[src/rtl/cpt_pkg.sv]
// ----------------------------------------------------------------------------
// cpt_pkg
// Shared widths, beat types and the full-wave sine table builder for the
// Clarke-Park current transform.
// ----------------------------------------------------------------------------
package cpt_pkg;

  // Field widths and formats
  localparam int SAMPLE_W    = 16;
  localparam int ANGLE_W     = 16;
  localparam int TRIG_W      = 16;
  localparam int SINE_DEPTH  = 512;
  localparam int SINE_IDX_W  = $clog2(SINE_DEPTH);
  localparam int SINE_FRAC_W = ANGLE_W - SINE_IDX_W;

  // Clarke stage: beta keeps BETA_SHIFT extra fraction bits
  localparam int COEF_W      = 31;
  localparam logic [COEF_W-1:0] INV_SQRT3_Q30 = 31'd619925131;
  localparam int BETA_SHIFT  = 15;
  localparam int SUM_W       = SAMPLE_W + 2;
  localparam int BETA_PROD_W = SUM_W + COEF_W + 1;
  localparam int BETA_W      = SAMPLE_W + 16;

  // Park stage: sums carry PARK_SHIFT extra fraction bits
  localparam int PARK_SHIFT  = 30;
  localparam int PARK_W      = BETA_W + TRIG_W + 1;

  // Accept edge to result strobe, in cycles
  localparam int PIPE_DEPTH  = 6;

  // Table generation constants (elaboration only)
  localparam logic [63:0] HALF_PI_Q30 = 64'd1686629713;
  localparam longint      ONE_Q30     = 64'sd1073741824;

  typedef logic signed [SAMPLE_W-1:0] sample_t;
  typedef logic        [ANGLE_W-1:0]  angle_t;
  typedef logic signed [TRIG_W-1:0]   trig_t;
  typedef logic signed [BETA_W-1:0]   beta_t;
  typedef logic        [SINE_IDX_W-1:0] sine_idx_t;
  typedef trig_t sine_lut_t [SINE_DEPTH];

  localparam angle_t QUARTER_TURN = angle_t'(1 << (ANGLE_W - 2));

  // Input beat
  typedef struct packed {
    sample_t phase_a_current;
    sample_t phase_b_current;
    angle_t  rotor_angle;
  } cpt_in_t;

  // Result beat
  typedef struct packed {
    sample_t direct_current;
    sample_t quadrature_current;
  } cpt_out_t;

  // Interpolated sine and cosine, Q15
  typedef struct packed {
    trig_t sin_val;
    trig_t cos_val;
  } sincos_t;

  // Clarke output toward the Park stage
  typedef struct packed {
    logic    valid;
    sample_t ia;
    beta_t   beta;
  } clarke_t;

  // Clamp a Q30 value to 0..1 and scale to Q15 amplitude 32767
  function automatic trig_t q30_to_q15(longint sum);
    longint      clamped;
    logic [63:0] scaled;
    clamped = sum;
    if (clamped < 0) clamped = 0;
    if (clamped > ONE_Q30) clamped = ONE_Q30;
    scaled = (64'(clamped) * 64'd32767 + 64'd536870912) >> 30;
    return trig_t'(scaled[TRIG_W-1:0]);
  endfunction

  // Taylor series for sine, x in Q30 radians, first quadrant
  function automatic trig_t quarter_sine(logic [63:0] x);
    logic [63:0] x2;
    logic [63:0] term;
    longint      sum;
    x2   = (x * x) >> 30;
    term = x;
    sum  = longint'(term);
    term = ((term * x2) >> 30) / 64'd6;   sum = sum - longint'(term);
    term = ((term * x2) >> 30) / 64'd20;  sum = sum + longint'(term);
    term = ((term * x2) >> 30) / 64'd42;  sum = sum - longint'(term);
    term = ((term * x2) >> 30) / 64'd72;  sum = sum + longint'(term);
    term = ((term * x2) >> 30) / 64'd110; sum = sum - longint'(term);
    term = ((term * x2) >> 30) / 64'd156; sum = sum + longint'(term);
    return q30_to_q15(sum);
  endfunction

  // Taylor series for cosine, x in Q30 radians, first quadrant
  function automatic trig_t quarter_cosine(logic [63:0] x);
    logic [63:0] x2;
    logic [63:0] term;
    longint      sum;
    x2   = (x * x) >> 30;
    term = 64'(ONE_Q30);
    sum  = longint'(term);
    term = ((term * x2) >> 30) / 64'd2;   sum = sum - longint'(term);
    term = ((term * x2) >> 30) / 64'd12;  sum = sum + longint'(term);
    term = ((term * x2) >> 30) / 64'd30;  sum = sum - longint'(term);
    term = ((term * x2) >> 30) / 64'd56;  sum = sum + longint'(term);
    term = ((term * x2) >> 30) / 64'd90;  sum = sum - longint'(term);
    term = ((term * x2) >> 30) / 64'd132; sum = sum + longint'(term);
    return q30_to_q15(sum);
  endfunction

  // Full-wave sine table, folded onto the first quadrant
  function automatic sine_lut_t build_sine_lut();
    sine_lut_t   lut;
    logic [63:0] four_k;
    logic [63:0] quad;
    logic [63:0] rem;
    logic [63:0] x;
    trig_t       v;
    for (int k = 0; k < SINE_DEPTH; k++) begin
      four_k = 64'(4 * k);
      quad   = four_k / SINE_DEPTH;
      rem    = four_k - quad * SINE_DEPTH;
      x      = rem * HALF_PI_Q30 / SINE_DEPTH;
      unique case (quad[1:0])
        2'd0: v = quarter_sine(x);
        2'd1: v = quarter_cosine(x);
        2'd2: v = -quarter_sine(x);
        2'd3: v = -quarter_cosine(x);
      endcase
      lut[k] = v;
    end
    return lut;
  endfunction

endpackage

[src/rtl/cpt_clarke.sv]
// ----------------------------------------------------------------------------
// cpt_clarke
// Clarke transform: beta = (Ia + 2*Ib) / sqrt(3) with 15 extra fraction
// bits; sum, constant multiply, rounding (three stages).
// ----------------------------------------------------------------------------
module cpt_clarke import cpt_pkg::*; (
  input  logic    clk_i,
  input  logic    rst_ni,
  input  logic    valid_i,
  input  sample_t ia_i,
  input  sample_t ib_i,
  output clarke_t cl_o
);

  localparam logic signed [COEF_W:0] INV_SQRT3_S = {1'b0, INV_SQRT3_Q30};
  localparam logic signed [BETA_PROD_W-1:0] BETA_RND =
    BETA_PROD_W'(1 << (BETA_SHIFT - 1));

  logic [2:0]                     valid_q;
  sample_t                        ia1_q;
  sample_t                        ia2_q;
  sample_t                        ia3_q;
  logic signed [SUM_W-1:0]        sum_d;
  logic signed [SUM_W-1:0]        sum_q;
  logic signed [BETA_PROD_W-1:0]  beta_prod_d;
  logic signed [BETA_PROD_W-1:0]  beta_prod_q;
  logic signed [BETA_PROD_W-1:0]  beta_rnd;
  beta_t                          beta_q;

  // Advance the valid bits
  always_ff @(posedge clk_i or negedge rst_ni) begin
    if (!rst_ni) begin
      valid_q <= '0;
    end else begin
      valid_q <= {valid_q[1:0], valid_i};
    end
  end

  // Stage 1: Ia + 2*Ib
  assign sum_d = SUM_W'(ia_i) + (SUM_W'(ib_i) <<< 1);

  // Stage 2: scale by 1/sqrt(3)
  assign beta_prod_d = sum_q * INV_SQRT3_S;

  // Stage 3: drop 15 fraction bits, round to nearest
  assign beta_rnd = (beta_prod_q + BETA_RND) >>> BETA_SHIFT;

  always_ff @(posedge clk_i) begin
    sum_q       <= sum_d;
    ia1_q       <= ia_i;
    beta_prod_q <= beta_prod_d;
    ia2_q       <= ia1_q;
    beta_q      <= beta_rnd[BETA_W-1:0];
    ia3_q       <= ia2_q;
  end

  assign cl_o.valid = valid_q[2];
  assign cl_o.ia    = ia3_q;
  assign cl_o.beta  = beta_q;

  // Rounded beta always fits its narrower register
  a_beta_fits: assert property (@(posedge clk_i) disable iff (!rst_ni)
    valid_q[1] |-> ((&beta_rnd[BETA_PROD_W-1:BETA_W-1]) ||
                    !(|beta_rnd[BETA_PROD_W-1:BETA_W-1])))
    else $error("beta overflows its register");

endmodule

[config.mk]
export PLATFORM = sky130hd
export DESIGN_NAME = cpt_clarke
export DESIGN_NICKNAME = d
export VERILOG_FILES = /design/src/rtl/cpt_pkg.sv /design/src/rtl/cpt_clarke.sv
export SDC_FILE = /design/constraint.sdc
export NUM_CORES = 1
export LEC_CHECK = 0
export BUFFER_PORTS_ARGS = -buffer_cell sky130_fd_sc_hd__buf_2
export CAP_MARGIN = 25
export CORE_MARGIN = 5
export CORE_UTILIZATION = 28
export DETAILED_ROUTE_END_ITERATION = 12
export PLACE_DENSITY_LB_ADDON = 0.08
export SYNTH_ARGS = -nofsm -noshare
export SYNTH_HDL_FRONTEND = slang
export SYNTH_SLANG_ARGS = --single-unit
[constraint.sdc]
create_clock -name clk_i -period 6.1 [get_ports clk_i]
set_clock_uncertainty 0.2 [all_clocks]
set_input_delay 0 -clock clk_i [delete_from_list [all_inputs] [get_ports clk_i]]
set_output_delay 0 -clock clk_i [all_outputs]
set_load 0.03 [all_outputs]
==> impl_metrics.csv <==
group,metric,value,unit
clock_tree,cts_tree,"done",
synth,ys.flop_type,"dfxtp_1",
final_layout,final_cells,2069,
critical_path,crit_path_cell_trace,"fa_1, inv_1, buf_4, fa_2, fa_1, fa_1, inv_1, fa_1, inv_1, fa_1, inv_1, ha_4, buf_4, nand4_1, nor3_2, a311oi_2, buf_4, or2_4, o31ai_4, xnor2_1",
synth,ys_seq_elements,133,
drt,drc,0,
final_layout,drive_gt1_share,20.1,%
critical_path,path_max_fanout,3,
grt,gr-total-overflow,0,
grt,grt_pass1_wl,52.4,mm
critical_path,critical_path_arrival,6.05,ns
critical_path,required,6.25,ns
floorplan,rows,77,
drt,vias,8311,
synth,syn_inst,1174,
synth,synthMuxAreaShare,0.0808,%
synth,synth-simple-area-share,5.53,%
timing,setup_viol,0,
synth,syn_area,12400,sq um
timing,maxSlewViolCount,0,
clock_tree,insertion_delay,0.47,ns
place,place_congestion,0.928,
critical_path,startpoint_type,"flip-flop",
clock_tree,cts.sinks,133,
job,cap_violations,0,
grt,first_global_vias,9232,
synth,synth_xor_area_share,5.37,%
timing,rsz0062_at_grt,"yes",
drt,first_iter_violations,322,
final_layout,final_nets,1905,
synth,synth_cell_types,54,
final_layout,fillers,4493,
synth,synth_edf_count,0,
critical_path,crit_family,"adder cells",
min_path,min_path_type,"in2reg",
place,dp_hpwl,29.0,mm
critical_path,cp-end-kind,"flip-flop",
place,dp_cells,1975,
synth,synth_largest_area_cell,"fa_1",
clock_tree,cts_buffer_depth,2,
critical_path,cp.buffers_inverters,7,
floorplan,dieArea,48500,sq um
critical_path,worstSetupPathType,"reg2reg",
grt,grt_usage,14.5,%
grt,grt_max_degree,17,
synth,synth_top_family_by_area,"adder cells",
synth,syn-num-nets,1614,
critical_path,cpMaxStageDelayCell,"fa_1",
drt,postRouteAntennaNets,0,
critical_path,slowest_delay,0.58,ns
floorplan,die_y,220,um
outcome,outcome,"finished clean",
floorplan,num_io_pins,84,
final_layout,synthToLayoutAreaGrowth,27.9,%
clock_tree,htreeDepth,4,
synth,seq_area_frac_synth,21.6,%
timing,finalCriticalPeriod,5.91,ns
synth,synth_top_cells_by_count,"inv_1 (308), ha_1 (225), fa_1 (180), dfxtp_1 (130), xnor2_1 (59)",
synth,synth-async-reset-ratio,2.26,%
synth,syn_avg_cell_area,10.5,sq um
clock_tree,cts_root_buf,"clkbuf_16",
synth,yosysMostFrequentCell,"inv_1",
floorplan,core-area,44000,sq um
synth,synth_warnings,0,
drt,drt-vias-per-instance,4.02,
synth,synth_top_area_share,29.1,%
floorplan,start_util,28.1,%
timing,slew_headroom,51.2,%
grt,grt_antenna_before_repair,0,
synth,synth_adder_area_share,51.8,%
floorplan,die_x,220,um
clock_tree,clkTransAtPathRegs,0.08,ns
synth,synth_compound_area_share,6.15,%
timing,worst_pin_slew,0.727,ns
final_layout,fin_util,36.0,%
timing,clock.fmax,0.169,GHz
clock_tree,cts-buffers-inserted,17,
drt,wl_per_cell,15.9,um
timing,hold_violations,0,
critical_path,cp_common_cell,"fa_1",
place,io_buffers,83,
timing,fin_crit_sh,96.8,%
synth,ys_top_cells_by_area,"fa_1 (29%), ha_1 (23%), dfxtp_1 (21%)",
final_layout,diodes,0,
drt,routed_wl,32.9,mm
drt,dr.pass1.iters,4,
-- logic make-up after synthesis --
group | Yosys count
buf+inv | 310
fa+ha+maj | 405
compound gates | 111
xor+xnor | 76
simple gates | 138
flops | 133
mux | 1
-- layout make-up --
cell class	count	area, sq um	area share [%]
multi-input combinational	731	8710	54.9
inverter	308	1160	7.30
timing repair buffer	274	2010	12.7
tap	592	741	4.68
clock buffer	19	443	2.80
sequential	133	2690	17.0
clock inverter	12	96.3	0.608
-- flip-flops by register name, indices dropped and copies added (netlist names) --
register / flops
valid_q: 3
beta_q: 32
beta_prod_q: 33
ia1_q: 16
ia3_q: 16
ia2_q: 16
sum_q: 17
-- metal layers --
| metal | vias up | global-route usage, % | share of wire, % |
|---|---|---|---|
| met5 | - | 0 | 0 |
| met4 | 0 | 3.45 | 1.2 |
| met3 | 23 | 3.08 | 3.2 |
| met2 | 100 | 23.5 | 46 |
| met1 | 3920 | 20.0 | 50 |
| li1 | 4268 | - | - |
-- layout by cell type, fill, tap and decap left out, types with 19 or more instances in the layout --
cell type      count
a21o_1            19
dlygate4sd3_1     59
dfxtp_1          121
a21oi_1           30
buf_4            129
nor2_1            25
buf_2             83
xnor2_1           59
inv_1            305
ha_1             217
fa_1             172
nand3_1           25
nand2_1           32
-- worst paths after layout --
kind / from / to / slack [ns] / cells past startpoint
worst max-delay path: sum_q[6] / beta_prod_q[46] / 0.19 / 20
worst min-delay path: ib_i[0] / sum_q[1] / 0.08 / 3
worst max register to register: sum_q[6] / beta_prod_q[46] / 0.19 / 20
worst min register to register: ia2_q[7] / ia3_q[7] / 0.12 / 0
max in group asynchronous: rst_ni / valid_q[2] / 5.36 / 3
min in group asynchronous: rst_ni / valid_q[0] / 0.20 / 3
-- worst register-to-register path, stage by stage, from the launching register on --
cell and delay (ns):
dfxtp_2 0.33, fa_1 0.55, inv_1 0.08, buf_4 0.14, fa_2 0.39, fa_1 0.50, fa_1 0.58, inv_1 0.08
fa_1 0.53, inv_1 0.05, fa_1 0.53, inv_1 0.07, ha_4 0.27, buf_4 0.10, nand4_1 0.17, nor3_2 0.32
a311oi_2 0.13, buf_4 0.16, or2_4 0.26, o31ai_4 0.24, xnor2_1 0.10
-- repair_timing --
action / 4_1_cts / 5_1_grt
setup endpoints to repair: 9 / 16
setup buffers: 0 / 4
pin swaps: 3 / 27
hold buffers: 59 / 0
gates resized for setup: 2 / 47
endpoints found under the hold margin: 37 / 0
-- metrics by stage --
step	cell area (sq um)	setup WS [ns]	hold WS [ns]	TNS (ns)
after CTS	15600	0.0283	0.0330	0
after detailed placement	14500	-0.0469	-0.402	-0.201
final	15800	0.194	0.0812	0
after global placement	14500	0.00858	-0.403	0
after global routing	15800	-0.0511	0.0724	-0.199
after floorplan	12400	0.174	-0.496	0
Power is not shown: default switching activity piles up to over one toggle a cycle in this logic, so the estimate is an artifact.
