## config.mk

```make
export PLATFORM = sky130hd
export DESIGN_NAME = cpt_park
export DESIGN_NICKNAME = d
export VERILOG_FILES = /design/src/rtl/cpt_pkg.sv /design/src/rtl/cpt_park.sv
export SDC_FILE = /design/constraint.sdc
export NUM_CORES = 2
export LEC_CHECK = 0
export ABC_CLOCK_PERIOD_IN_PS = 8600
export BUFFER_PORTS_ARGS = -buffer_cell sky130_fd_sc_hd__buf_2
export CAP_MARGIN = 20
export CORE_MARGIN = 2
export CORE_UTILIZATION = 50
export CTS_CLUSTER_SIZE = 12
export DETAILED_ROUTE_END_ITERATION = 10
export PLACE_DENSITY = 0.66
export REMOVE_ABC_BUFFERS = 1
export SYNTH_ARGS = -nofsm -noshare
export SYNTH_HDL_FRONTEND = slang
export SYNTH_SLANG_ARGS = --single-unit
```

## constraint.sdc

```tcl
create_clock -name clk_i -period 8.6 [get_ports clk_i]
set_clock_uncertainty 0.1 [all_clocks]
set_input_delay 1.72 -clock clk_i [delete_from_list [all_inputs] [get_ports clk_i]]
set_output_delay 1.72 -clock clk_i [all_outputs]
set_load 0.005 [all_outputs]
```

## src/rtl/cpt_pkg.sv

```systemverilog
// ----------------------------------------------------------------------------
// cpt_pkg
// Shared widths, beat types and the full-wave sine table builder for the
// Clarke-Park current transform.
// ----------------------------------------------------------------------------
package cpt_pkg;

  // Field widths and formats
  localparam int SAMPLE_W    = 16;
  localparam int ANGLE_W     = 16;
  localparam int TRIG_W      = 16;
  localparam int SINE_DEPTH  = 512;
  localparam int SINE_IDX_W  = $clog2(SINE_DEPTH);
  localparam int SINE_FRAC_W = ANGLE_W - SINE_IDX_W;

  // Clarke stage: beta keeps BETA_SHIFT extra fraction bits
  localparam int COEF_W      = 31;
  localparam logic [COEF_W-1:0] INV_SQRT3_Q30 = 31'd619925131;
  localparam int BETA_SHIFT  = 15;
  localparam int SUM_W       = SAMPLE_W + 2;
  localparam int BETA_PROD_W = SUM_W + COEF_W + 1;
  localparam int BETA_W      = SAMPLE_W + 16;

  // Park stage: sums carry PARK_SHIFT extra fraction bits
  localparam int PARK_SHIFT  = 30;
  localparam int PARK_W      = BETA_W + TRIG_W + 1;

  // Accept edge to result strobe, in cycles
  localparam int PIPE_DEPTH  = 6;

  // Table generation constants (elaboration only)
  localparam logic [63:0] HALF_PI_Q30 = 64'd1686629713;
  localparam longint      ONE_Q30     = 64'sd1073741824;

  typedef logic signed [SAMPLE_W-1:0] sample_t;
  typedef logic        [ANGLE_W-1:0]  angle_t;
  typedef logic signed [TRIG_W-1:0]   trig_t;
  typedef logic signed [BETA_W-1:0]   beta_t;
  typedef logic        [SINE_IDX_W-1:0] sine_idx_t;
  typedef trig_t sine_lut_t [SINE_DEPTH];

  localparam angle_t QUARTER_TURN = angle_t'(1 << (ANGLE_W - 2));

  // Input beat
  typedef struct packed {
    sample_t phase_a_current;
    sample_t phase_b_current;
    angle_t  rotor_angle;
  } cpt_in_t;

  // Result beat
  typedef struct packed {
    sample_t direct_current;
    sample_t quadrature_current;
  } cpt_out_t;

  // Interpolated sine and cosine, Q15
  typedef struct packed {
    trig_t sin_val;
    trig_t cos_val;
  } sincos_t;

  // Clarke output toward the Park stage
  typedef struct packed {
    logic    valid;
    sample_t ia;
    beta_t   beta;
  } clarke_t;

  // Clamp a Q30 value to 0..1 and scale to Q15 amplitude 32767
  function automatic trig_t q30_to_q15(longint sum);
    longint      clamped;
    logic [63:0] scaled;
    clamped = sum;
    if (clamped < 0) clamped = 0;
    if (clamped > ONE_Q30) clamped = ONE_Q30;
    scaled = (64'(clamped) * 64'd32767 + 64'd536870912) >> 30;
    return trig_t'(scaled[TRIG_W-1:0]);
  endfunction

  // Taylor series for sine, x in Q30 radians, first quadrant
  function automatic trig_t quarter_sine(logic [63:0] x);
    logic [63:0] x2;
    logic [63:0] term;
    longint      sum;
    x2   = (x * x) >> 30;
    term = x;
    sum  = longint'(term);
    term = ((term * x2) >> 30) / 64'd6;   sum = sum - longint'(term);
    term = ((term * x2) >> 30) / 64'd20;  sum = sum + longint'(term);
    term = ((term * x2) >> 30) / 64'd42;  sum = sum - longint'(term);
    term = ((term * x2) >> 30) / 64'd72;  sum = sum + longint'(term);
    term = ((term * x2) >> 30) / 64'd110; sum = sum - longint'(term);
    term = ((term * x2) >> 30) / 64'd156; sum = sum + longint'(term);
    return q30_to_q15(sum);
  endfunction

  // Taylor series for cosine, x in Q30 radians, first quadrant
  function automatic trig_t quarter_cosine(logic [63:0] x);
    logic [63:0] x2;
    logic [63:0] term;
    longint      sum;
    x2   = (x * x) >> 30;
    term = 64'(ONE_Q30);
    sum  = longint'(term);
    term = ((term * x2) >> 30) / 64'd2;   sum = sum - longint'(term);
    term = ((term * x2) >> 30) / 64'd12;  sum = sum + longint'(term);
    term = ((term * x2) >> 30) / 64'd30;  sum = sum - longint'(term);
    term = ((term * x2) >> 30) / 64'd56;  sum = sum + longint'(term);
    term = ((term * x2) >> 30) / 64'd90;  sum = sum - longint'(term);
    term = ((term * x2) >> 30) / 64'd132; sum = sum + longint'(term);
    return q30_to_q15(sum);
  endfunction

  // Full-wave sine table, folded onto the first quadrant
  function automatic sine_lut_t build_sine_lut();
    sine_lut_t   lut;
    logic [63:0] four_k;
    logic [63:0] quad;
    logic [63:0] rem;
    logic [63:0] x;
    trig_t       v;
    for (int k = 0; k < SINE_DEPTH; k++) begin
      four_k = 64'(4 * k);
      quad   = four_k / SINE_DEPTH;
      rem    = four_k - quad * SINE_DEPTH;
      x      = rem * HALF_PI_Q30 / SINE_DEPTH;
      unique case (quad[1:0])
        2'd0: v = quarter_sine(x);
        2'd1: v = quarter_cosine(x);
        2'd2: v = -quarter_sine(x);
        2'd3: v = -quarter_cosine(x);
      endcase
      lut[k] = v;
    end
    return lut;
  endfunction

endpackage

```

## src/rtl/cpt_park.sv

```systemverilog
// ----------------------------------------------------------------------------
// cpt_park
// Park rotation: four products, rounded sums, shift and saturate
// (three stages).
// ----------------------------------------------------------------------------
module cpt_park import cpt_pkg::*; (
  input  logic     clk_i,
  input  logic     rst_ni,
  input  clarke_t  cl_i,
  input  sincos_t  trig_i,
  output logic     valid_o,
  output cpt_out_t res_o
);

  localparam int IA_PROD_W   = SAMPLE_W + TRIG_W;
  localparam int BETA_PROD_W2 = BETA_W + TRIG_W;
  localparam logic signed [PARK_W-1:0] PARK_RND = PARK_W'(64'd1 << (PARK_SHIFT - 1));
  localparam logic signed [PARK_W-1:0] SAT_MAX  = PARK_W'((64'd1 << (SAMPLE_W - 1)) - 1);
  localparam logic signed [PARK_W-1:0] SAT_MIN  = ~SAT_MAX;
  localparam trig_t TRIG_MIN = {1'b1, {(TRIG_W-1){1'b0}}};

  logic [2:0]                      valid_q;
  logic signed [IA_PROD_W-1:0]     ia_cos_q;
  logic signed [IA_PROD_W-1:0]     ia_sin_q;
  logic signed [BETA_PROD_W2-1:0]  beta_sin_q;
  logic signed [BETA_PROD_W2-1:0]  beta_cos_q;
  logic signed [PARK_W-1:0]        d_sum_d;
  logic signed [PARK_W-1:0]        q_sum_d;
  logic signed [PARK_W-1:0]        d_sum_q;
  logic signed [PARK_W-1:0]        q_sum_q;
  logic signed [PARK_W-1:0]        d_shift;
  logic signed [PARK_W-1:0]        q_shift;
  cpt_out_t                        res_q;

  // Clamp to the sample range
  function automatic sample_t saturate(logic signed [PARK_W-1:0] v);
    sample_t r;
    if (v > SAT_MAX) begin
      r = SAT_MAX[SAMPLE_W-1:0];
    end else if (v < SAT_MIN) begin
      r = SAT_MIN[SAMPLE_W-1:0];
    end else begin
      r = v[SAMPLE_W-1:0];
    end
    return r;
  endfunction

  // Advance the valid bits
  always_ff @(posedge clk_i or negedge rst_ni) begin
    if (!rst_ni) begin
      valid_q <= '0;
    end else begin
      valid_q <= {valid_q[1:0], cl_i.valid};
    end
  end

  // Stage 2: align Ia terms to beta's fraction, add, add rounding offset
  assign d_sum_d = (PARK_W'(ia_cos_q) <<< BETA_SHIFT) + PARK_W'(beta_sin_q) + PARK_RND;
  assign q_sum_d = PARK_W'(beta_cos_q) - (PARK_W'(ia_sin_q) <<< BETA_SHIFT) + PARK_RND;

  // Stage 3: drop the fraction
  assign d_shift = d_sum_q >>> PARK_SHIFT;
  assign q_shift = q_sum_q >>> PARK_SHIFT;

  always_ff @(posedge clk_i) begin
    // Stage 1: products
    ia_cos_q   <= $signed(cl_i.ia) * $signed(trig_i.cos_val);
    ia_sin_q   <= $signed(cl_i.ia) * $signed(trig_i.sin_val);
    beta_sin_q <= $signed(cl_i.beta) * $signed(trig_i.sin_val);
    beta_cos_q <= $signed(cl_i.beta) * $signed(trig_i.cos_val);
    d_sum_q    <= d_sum_d;
    q_sum_q    <= q_sum_d;
    res_q.direct_current     <= saturate(d_shift);
    res_q.quadrature_current <= saturate(q_shift);
  end

  assign valid_o = valid_q[2];
  assign res_o   = res_q;

  // Interpolated table values never reach the most negative code
  a_trig_range: assert property (@(posedge clk_i) disable iff (!rst_ni)
    cl_i.valid |-> (trig_i.sin_val != TRIG_MIN) && (trig_i.cos_val != TRIG_MIN))
    else $error("sine or cosine out of Q15 amplitude range");

  // Each result comes from a valid beat that passed the product, sum and result registers
  a_park_latency: assert property (@(posedge clk_i) disable iff (!rst_ni)
    valid_o |-> $past(cl_i.valid, 3))
    else $error("park result without matching input");

endmodule

```

==> impl_metrics.yaml <==
yosys:
  synthArstFlopShare_pct: 1.38
  yosysMostFrequentCell: "inv_1"
  ys_types: 74
  avgSynthCellArea_um2: 9.04
  yosys_warnings: 0
  ys_top_cells_by_count: "inv_1, fa_1, nand2_1"
  synth_edf_count: 0
  synth_top_area_share_pct: 47.2
  ys_seq_area_share_pct: 6.88
  synthFlopType: "dfxtp_1"
  syn_area_mm2: 0.0634
  netlist.top_cell.by_area: "fa_1"
  synthTopCellsByArea: "fa_1, inv_1, ha_1"
  netlist_instances: 7013
  synth_seq_cells: 217
place:
  placedCellCount: 8728
  port_buffers: 115
  dp_hpwl_mm: 129
  place_congestion: 0.891
routing:
  drc: 0
  drt_wl_total_mm: 155
  drt-initial-drc-count: 2892
  vias_per_cell: 5.23
  antenna_left: 0
  wire_per_inst_um: 17.6
  dr.pass1.iters: 5
  vias: 45900
worst_hold_path:
  hold_class: "reg -> reg"
  min_from: "valid_q[1]$_DFF_PN0_"
setup_path:
  cp_max_fo: 18
  crit_start: "trig_i[7]"
  worstSetupEndpointType: "flop"
  cp.required_ns: 8.99
  cp-start-kind: "input port"
  r2r-start: "ia_cos_q[3]$_DFF_P_"
  crit_arrival_ns: 8.38
  crit_type: "in -> reg"
floorplan:
  die_area_mm2: 0.130
  start_util_pct: 50.4
  die_x_um: 360
  die_h_um: 360
  coreArea_mm2: 0.126
  io_pins: 116
  num_rows: 130
timing:
  setup_tns_ns: 0
  tightest_slew_ns: 1.02
  rsz0062_at_grt: "false"
  post-route-period-util_pct: 92.9
  finalSetupViolCount: 0
  maxSlewViolCount: 0
  finalHoldViolations: 0
  slew_headroom_pct: 31.4
  fmax_mhz: 125
  period_minus_slack_ns: 7.99
global_route:
  grt_max_degree: 49
  groute.usage.overall_pct: 25.1
  antenna_found_initial: 3
  grt_pass1_wl_mm: 259
  grt_pass1_vias: 49300
  gr-total-overflow: 0
cts:
  cts_resized: 0
  cts.sinks: 217
  holdBufCountCts: 0
  cts_setup_buffers: 0
  clock_path_buffers: 3
  h-tree-depth: 1
  cts_buffers: 30
  clock_latency_ns: 0.61
  cts_root_buf: "clkbuf_16"
  clkSlewWorstSetupHoldPaths_ns: 0.06
  cts_tree: "built"
finish:
  nets: 9220
  fin_cells: 8784
  drive_gt1_share_pct: 6.34
  seq_area_mm2: 0.00436
  fillers: 11500
  multi_input_area_mm2: 0.0511
  area_delta_synth_final_pct: 7.63
outcome:
  status: "complete, no violations"
job:
  maxCapViolCount: 0
==> final cells by class <==
| cell class | instances | share of cell area, % |
|---|---|---|
| clock buffers | 42 | 1.27 |
| repair buffers | 386 | 4.34 |
| diodes | 2 | 0.00734 |
| clock inverters | 12 | 0.213 |
| flip-flops and latches | 217 | 6.39 |
| inverters | 1790 | 9.85 |
| multi-input cells | 4685 | 74.9 |
| well taps | 1650 | 3.03 |
==> critical path: stages <==
cell	delay, ns
buf_2	0.47
buf_4	0.29
nand2_1	0.10
fa_1	0.55
inv_1	0.05
fa_1	0.50
inv_1	0.05
fa_1	0.53
inv_1	0.05
fa_1	0.48
inv_1	0.05
fa_1	0.46
fa_1	0.49
inv_1	0.04
ha_1	0.34
o21a_1	0.19
o21ai_0	0.14
o21bai_1	0.12
a21o_1	0.24
o21ai_0	0.39
a21oi_1	0.18
o311ai_1	0.43
mux2i_1	0.13
a2111oi_0	0.36
==> cells in the final DEF (no fill, tap or decap), types with 87 or more instances in the layout <==
cell type,instances
nand2_1,949
and2_1,589
buf_2,115
inv_1,1788
fa_1,1495
dfxtp_1,214
ha_1,532
nor2_1,160
a21oi_1,158
buf_4,243
xnor2_1,134
o21ai_0,87
a21o_1,100
==> path summary, 6_finish.rpt <==
| path | endpoint | slack (ns) | depth (start not counted) |
|---|---|---|---|
| setup / recovery | ia_cos_q[31]$_DFF_P_ | 0.61 | 24 |
| hold / removal | valid_q[2]$_DFF_PN0_ | 0.25 | 0 |
| setup reg to reg | d_sum_q[47]$_DFF_P_ | 4.66 | 12 |
| hold reg to reg | valid_q[2]$_DFF_PN0_ | 0.25 | 0 |
| max in group asynchronous | valid_q[0]$_DFF_PN0_ | 7.52 | 1 |
| min in group asynchronous | valid_q[2]$_DFF_PN0_ | 0.77 | 1 |
==> metal layers <==
layer / GRT usage, % / up-vias / share of wire (%)
met3: 4.01 / 230 / 7.2
met2: 40.8 / 1414 / 47
met4: 7.96 / 2 / 3.7
met5: 0 / - / 0.0084
met1: 34.4 / 23500 / 42
li1: - / 20700 / -
==> cell families (layout without fill, tap and decap cells) <==
| kind of cell | Yosys count | after routing | share of synthesized area, % |
|---|---|---|---|
| buf+inv | 2111 | 2230 | 12.5 |
| simple gates | 1910 | 1910 | 14.4 |
| xor+xnor | 175 | 175 | 2.42 |
| other cells | 0 | 2 | 0 |
| mux | 5 | 5 | 0.0790 |
| flops | 217 | 217 | 6.88 |
| fa+ha+maj | 2027 | 2027 | 57.7 |
| compound gates | 568 | 568 | 5.99 |
==> metrics by stage <==
stage	setup WS [ns]	utilization [%]	hold slack, ns	instance area (µm²)
final	0.612	54.3	0.246	68200
after global routing	0.135	54.3	0.254	68200
after CTS	0.699	54.3	0.250	68200
after detailed placement	0.0561	53.5	0.236	67200
after global placement	0.162	53.5	0.236	67200
after floorplan	0.790	-	0.231	62200
==> state kept, by name, indices dropped and copies added (netlist names) <==
signal      cells
beta_cos_q     47
beta_sin_q     33
ia_cos_q       32
ia_sin_q       32
res_o          32
d_sum_q        19
q_sum_q        19
valid_q         3
Power is not shown: default switching activity piles up to over one toggle a cycle in this logic, so the estimate is an artifact.
